[src/sv/svr_pkg.sv]
`default_nettype none
package svr_pkg;
	localparam int FRAME_DEPTH_D = 65536;
	localparam int SAMPLE_BITS_D = 16;
	localparam logic [1:0] CMD_LOAD = 2'd0;
	localparam logic [1:0] CMD_START = 2'd1;
	localparam logic [1:0] CMD_REL = 2'd2;
	localparam logic [1:0] CMD_TICK = 2'd3;
	localparam logic [2:0] REG_LS = 3'd0;
	localparam logic [2:0] REG_LE = 3'd1;
	localparam logic [2:0] REG_LM = 3'd2;
	localparam logic [2:0] REG_LO = 3'd3;
	localparam logic [2:0] REG_SF = 3'd4;
	localparam logic [2:0] REG_AS = 3'd5;
	localparam logic [2:0] REG_RS = 3'd6;
	localparam logic [2:0] REG_MG = 3'd7;
	localparam logic [24:0] ONE_Q24 = 25'h1000000;
	localparam logic [15:0] ONE_Q15 = 16'h8000;

	typedef struct packed {
		logic [1:0]  cmd;
		logic [15:0] frame_index;
		logic [15:0] load_left;
		logic [15:0] load_right;
		logic [24:0] pitch_step;
		logic [15:0] velocity_gain;
		logic [23:0] mix_left_in;
		logic [23:0] mix_right_in;
	} item_t;
endpackage
`default_nettype wire

[src/sv/svr_front.sv]
`default_nettype none
module svr_front (
	input  wire logic              clk,
	input  wire logic              arst_n,
	input  wire logic              in_valid,
	output logic                   in_ready,
	input  wire svr_pkg::item_t    in_item,
	output logic                   q_valid,
	input  wire logic              q_ready,
	output svr_pkg::item_t         q_item
);
	svr_pkg::item_t mem_q [2];
	logic wp_q, rp_q;
	logic [1:0] cnt_q;

	assign in_ready = cnt_q != 2'd2;
	assign q_valid = cnt_q != 2'd0;
	assign q_item = mem_q[rp_q];

	always_ff @(posedge clk) begin
		if (in_valid && in_ready) mem_q[wp_q] <= in_item;
	end

	always_ff @(posedge clk or negedge arst_n) begin
		if (!arst_n) begin
			wp_q <= 1'b0;
			rp_q <= 1'b0;
			cnt_q <= 2'd0;
		end else begin
			if (in_valid && in_ready) wp_q <= ~wp_q;
			if (q_valid && q_ready) rp_q <= ~rp_q;
			cnt_q <= cnt_q + {1'b0, in_valid && in_ready} - {1'b0, q_valid && q_ready};
		end
	end

`ifndef SYNTHESIS
	a_cnt: assert property (@(posedge clk) disable iff (!arst_n) cnt_q != 2'd3)
		else $error("queue count out of range");
	a_full: assert property (@(posedge clk) disable iff (!arst_n)
		cnt_q == 2'd2 && !(q_valid && q_ready) |=> cnt_q == 2'd2)
		else $error("full queue lost an item");
	a_empty: assert property (@(posedge clk) disable iff (!arst_n)
		cnt_q == 2'd0 && !(in_valid && in_ready) |=> !q_valid)
		else $error("empty queue produced an item");
`endif
endmodule
`default_nettype wire

[config.mk]
export PLATFORM = sky130hd
export DESIGN_NAME = svr_front
export DESIGN_NICKNAME = d
export VERILOG_FILES = /design/src/sv/svr_pkg.sv /design/src/sv/svr_front.sv
export SDC_FILE = /design/constraint.sdc
export NUM_CORES = 1
export LEC_CHECK = 0
export BUFFER_PORTS_ARGS = -buffer_cell sky130_fd_sc_hd__buf_2
export CORE_ASPECT_RATIO = 2
export CORE_MARGIN = 5
export CORE_UTILIZATION = 52
export CTS_CLUSTER_DIAMETER = 30
export DETAILED_ROUTE_END_ITERATION = 8
export GPL_ROUTABILITY_DRIVEN = 0
export PLACE_DENSITY = 0.79
export SLEW_MARGIN = 20
export SYNTH_ARGS = -nofsm -noshare
export SYNTH_HDL_FRONTEND = slang
export SYNTH_SLANG_ARGS = --single-unit
export TNS_END_PERCENT = 100
[constraint.sdc]
create_clock -name clk -period 7.8 [get_ports clk]
set_input_delay 0.39 -clock clk [delete_from_list [all_inputs] [get_ports clk]]
set_output_delay 0.39 -clock clk [all_outputs]
set_load 0.02 [all_outputs]
==> results of run 1 <==
==> through the flow <==
stage / instances / worst slack [ps]
2_1_floorplan: 450 / 630.7
3_3_place_gp: 988 / 5089
3_5_place_dp: 988 / 4947
4_1_cts: 1041 / 4438
5_1_grt: 1047 / 4324
6_report: 1048 / 4495
==> cells in the mapped netlist, drive strengths merged <==
| library cell | number | area [um2] |
|---|---|---|
| xor2 | 1 | 8.760 |
| xnor2 | 3 | 26.28 |
| buf | 16 | 158.9 |
| nand2 | 1 | 3.750 |
| inv | 1 | 3.750 |
| or2 | 1 | 6.260 |
| mux2 | 139 | 1941 |
| dfrtp | 4 | 100.1 |
| nor2 | 1 | 3.750 |
| edfxtp | 278 | 8348 |
| nand2b | 1 | 6.260 |
| ha | 2 | 25.02 |
| and2 | 1 | 6.260 |
| and3 | 1 | 6.260 |
==> where the power goes <==
group          switching [mW]  leakage (nW)  internal, mW
sequential              0.131          2.63          2.08
combinational            1.04          2.16         0.766
clock                   0.568         0.437         0.727
==> path summary, 6_finish.rpt <==
check / startpoint / to
setup / recovery: rp_q / q_item[25]
hold / removal: in_item[25] / mem_q[1][25]
setup reg to reg: cnt_q[1] / mem_q[0][71]
hold reg to reg: cnt_q[0] / cnt_q[0]
max in group asynchronous: arst_n / rp_q
min in group asynchronous: arst_n / cnt_q[0]
==> area by class of cell <==
type | count | area [um2] | share of cell area, %
Antenna cell | 7 | 17.52 | 0.1323
Timing Repair Buffer | 289 | 1464 | 11.06
Tap cell | 266 | 332.8 | 2.514
Clock buffer | 30 | 729.5 | 5.511
Sequential cell | 282 | 8452 | 63.85
Clock inverter | 22 | 191.4 | 1.446
Multi-Input combinational cell | 151 | 2046 | 15.46
Inverter | 1 | 3.754 | 0.02836
==> state kept, by name, indices dropped and copies added (netlist names) <==
register / flops
mem_q: 278
cnt_q: 2
rp_q: 1
wp_q: 1
==> layer usage <==
metal	vias up	GRT usage, %	part of all wire (%)
li1	2412	-	-
met1	2588	17.45	31
met2	215	35.13	58
met3	58	4.073	6.5
met4	2	10.33	5.1
met5	-	0	0.032
==> worst register-to-register path, stage by stage (launching register included) <==
cell and delay, ps:
sky130_fd_sc_hd__dfrtp_1 410, sky130_fd_sc_hd__nand2b_1 150, sky130_fd_sc_hd__nand2_1 160, sky130_fd_sc_hd__nor2_4 100, sky130_fd_sc_hd__buf_4 690, sky130_fd_sc_hd__buf_4 910
==> timing repair <==
action                                 4_1_cts  5_1_grt
hold buffers                                 1        0
endpoints found under the hold margin        4        0
setup buffers                                0        0
==> cells by family after synthesis <==
logic type                 share of synthesized area (%)
DFF                                                79.37
and+or+nand+nor                                   0.3057
buffers and inverters                              1.528
xor gates and xnor gates                          0.3292
muxes                                              18.23
adders and majority gates                         0.2351
==> flow_summary.ini, run 1 <==
[route]
drt_first_iter_violations = 195
route.detailed.vias_per_inst = 5.033
routed_wire_length_per_instance_um = 20.88
detail_route.drc_violations = 0
vias = 5275
detailedRoute.firstPassIterationCount = 5
drt.antenna.violating_nets = 0
route.final.wire_length_mm = 21.88

[global_route]
grt_first_pass_wirelength_mm = 32.75
initial_antenna_violation_count = 8
globalRouteOverflowTotal = 0
grt_util_all_layers_pct = 18.22
via_count_of_the_first_global_routing_pass = 5960
largest_net_degree_at_the_start_of_global_routing = 71

[setup_path]
critical_path_peak_fanout = 66
critPathLaunchType = register
path_buf_inv = 2
critPathTopFamily = buffers and inverters
crit_cells = 3
worst_setup_path_end_kind = primary output
timing.critical_path.cells = buf_4 > mux2_2 > buf_2
setup.worst_path.class = reg -> out
critical_path.max_stage_delay_ps = 910
rr_worst_depth = 5
crit_slowest_cell = sky130_fd_sc_hd__buf_4
crit_arrival_ps = 2910
worst_endpoint_required_time_ps = 7410
reg2reg_setup_slack_ps = 4930

[yosys]
ys_seq_elements = 282
post_synth_instance_area_um2 = 10640
mappedNetlistNets = 595
synth.lib_cells_used.distinct = 17
synthCells = 450
synthesis.yosys.warnings = 0
seq_area_frac_synth_pct = 79.37
syn-mean-instance-area_um2 = 23.65

[timing]
timing.setup.tns_ps = 0
final_hold_viol_count = 0
worst_hold_margin_ps = 30.80
worst_pin_slew_ps = 1070
finalCriticalPeriod_ps = 3305
max_freq_mhz = 302.6
final_min_period_over_clock_period_pct = 42.37
grt_setup_unrepaired = false
slew-limit-headroom_pct = 28.66
finalSetupViolCount = 0
clock_skew_ps = 25.55
slew_violations = 0

[pwr]
leakage_power_nw = 5.226
power.total_mw = 5.310
ir_worst_vdd_v = 0.0002981
power.density_nw_per_um2 = 401.2

[cts]
worstSkewPairLatency_ps = 540
cts.sinks = 282
tritoncts_clock_tree = done
cts_made_buffers = 28
ctsLongestPathBuffers = 3
cts.reportedPaths.clkPinSlew_ps = 70
ctsResizeCount = 0
cts_root_buffer = sky130_fd_sc_hd__clkbuf_16
htreeDepth = 1

[status]
status = completed

[floorplan]
floorplan.initialDensity_pct = 52.49
die_w_um = 111.2
io_pins = 284
die_area_um2 = 23600
core_area_um2 = 20280
chipHeight_um = 212.3
placementRows = 74

[layout]
net_total_in_the_final_layout = 898
final_design_area_excluding_fillers_um2 = 13240
postLayoutCoreUtil_pct = 65.28
final_common_cell = sky130_fd_sc_hd__buf_2
layout.filler_cells = 1377
final_cell_mix = 283 x sky130_fd_sc_hd__buf_2, 278 x sky130_fd_sc_hd__edfxtp_1, 100 x sky130_fd_sc_hd__mux2_4
areaGrowthSynthToFinish_pct = 24.36
post_route_cells_drive_above_1_share_pct = 61.81

[job]
max-cap-violations = 0

[placement]
post_dp_cell_area_um2 = 12290
post-dp-hpwl_mm = 15.55
buffer_ports.inserted = 283

[min_path]
min_path_cells = 1
hold_path.class = in -> reg
(Power assumes the default switching activity.)
==> run 2: changes to the inputs <==
Clock period 7.8 ns to 3.22 ns, I/O delays scaled along.
==> flow_summary.ini, run 2 (synthesis results as in run 1) <==
[layout]
final_design_area_excluding_fillers_um2 = 14800
fin_cells = 1187
largest-register = mem_q
final_cell_mix = 283 x sky130_fd_sc_hd__buf_2, 278 x sky130_fd_sc_hd__edfxtp_1, 143 x sky130_fd_sc_hd__dlygate4sd3_1
areaGrowthSynthToFinish_pct = 39.03
flip_flop_count_of_the_largest_register_after_layout = 278
layout.filler_cells = 1147
largestRegisters = mem_q x278, cnt_q x2
net_total_in_the_final_layout = 1042
post_route_cells_drive_above_1_share_pct = 52.39
final_common_cell = sky130_fd_sc_hd__buf_2

[setup_path]
critPathLaunchType = register
crit_arrival_ps = 2200
rr_worst_depth = 3
worst_endpoint_required_time_ps = 3060
critical_path_peak_fanout = 65
setup.worst_path.class = reg -> out
worst_setup_path_end_kind = primary output

[timing]
clock_skew_ps = 8.394
slew-limit-headroom_pct = 57.18
final.setup.worst_slack_ps = 854.6
finalSetupViolCount = 0
finalCriticalPeriod_ps = 2365
worst_pin_slew_ps = 642.3
max_freq_mhz = 422.8
timing.setup.tns_ps = 0
grt_setup_unrepaired = false
slew_violations = 0
final_hold_viol_count = 0
final_min_period_over_clock_period_pct = 73.46

[pwr]
leakage_power_nw = 5.888
power.total_mw = 13.40
ir_worst_vdd_v = 0.0006631
power.density_nw_per_um2 = 905.5

[global_route]
initial_antenna_violation_count = 1
grt_util_met1_pct = 19.84
gr-usage-met3_pct = 3.987
globalRouteOverflowTotal = 0
grt_util_all_layers_pct = 19.83
groute.layer.met2.usage_pct = 37.75
grt_first_pass_wirelength_mm = 36.16
via_count_of_the_first_global_routing_pass = 6689
largest_net_degree_at_the_start_of_global_routing = 73
grt_busiest_layer = met2

[floorplan]
chipHeight_um = 212.3
core_area_um2 = 20280
placementRows = 74
die_area_um2 = 23600
die_w_um = 111.2
io_pins = 284
floorplan.initialDensity_pct = 52.49

[cts]
cts_made_buffers = 29
ctsLongestPathBuffers = 3
cts_root_buffer = sky130_fd_sc_hd__clkbuf_16
htreeDepth = 1
hold_buffers = 143
cts.sinks = 282
cts.reportedPaths.clkPinSlew_ps = 70
cts_setup_buffers = 0
tritoncts_clock_tree = done
ctsResizeCount = 0
worstSkewPairLatency_ps = 540

[placement]
post-dp-hpwl_mm = 14.91
worst_slack_at_placement_ps = 1281
dp.cells = 989
buffer_ports.inserted = 283
post_dp_cell_area_um2 = 12380

[route]
detail_route.drc_violations = 0
route.detailed.vias_per_inst = 4.992
route.final.wire_length_mm = 24.11
vias = 5925
detailedRoute.firstPassIterationCount = 5
drt_first_iter_violations = 250
routed_wire_length_per_instance_um = 20.31
drt.antenna.violating_nets = 0

[min_path]
min_path_cells = 2
hold_path.class = in -> reg

[job]
max-cap-violations = 0

[status]
status = completed
[run 2: changes by cell type in the layout (fill, tap and decap cells not counted), moves of 2 or more]
cell and change:
sky130_fd_sc_hd__buf_12 +6, sky130_fd_sc_hd__buf_4 -5, sky130_fd_sc_hd__bufinv_16 +2, sky130_fd_sc_hd__clkinv_4 -2, sky130_fd_sc_hd__diode_2 -6, sky130_fd_sc_hd__dlygate4sd3_1 +142
sky130_fd_sc_hd__inv_8 +3
[run 2: power breakdown]
group	internal, mW	switching (mW)	leakage (nW)
Clock	1.96	1.42	0.473
Combinational	2.04	2.68	2.79
Sequential	5.02	0.279	2.63
[run 2: stage by stage]
| stage | hold slack (ps) | utilization (%) |
|---|---|---|
| after floorplan | -134.6 | - |
| after global placement | -29.71 | 61.05 |
| after detailed placement | -24.45 | 61.05 |
| after CTS | 316.3 | 72.97 |
| after global routing | 338.0 | 72.98 |
| final | 345.6 | 72.98 |
[run 2: cell type report]
cell class	instances	area [um2]	share of cell area [%]
antenna	1	2.502	0.01691
multi-input combinational	151	2053	13.88
sequential	282	8452	57.12
inverter	1	3.754	0.02537
timing repair buffer	432	2968	20.06
clock inverter	22	239.0	1.615
tap	266	332.8	2.249
clock buffer	32	747.0	5.048
[run 2: final timing paths]
kind                        startpoint             to  slack, ps
hold / removal             in_item[28]   mem_q[1][28]        350
setup reg to reg              cnt_q[1]  mem_q[1][136]       1290
hold reg to reg               cnt_q[0]       cnt_q[0]        540
min in group asynchronous       arst_n           rp_q        550
setup / recovery                  rp_q     q_item[28]        850
max in group asynchronous       arst_n           rp_q       2470
[run 2: critical path, cell delays in order (launching register included)]
cell                      delay (ps)
sky130_fd_sc_hd__dfrtp_4         610
sky130_fd_sc_hd__buf_12          380
sky130_fd_sc_hd__mux2_2          410
sky130_fd_sc_hd__buf_2           160
[run 2: per-layer routing]
| metal | vias up | wire length, um | part of all wire, % |
|---|---|---|---|
| met1 | 2918 | 7680 | 32 |
| li1 | 2689 | - | - |
| met3 | 74 | 1369 | 5.7 |
| met5 | - | 0 | 0 |
| met4 | 0 | 1231 | 5.1 |
| met2 | 244 | 13830 | 57 |
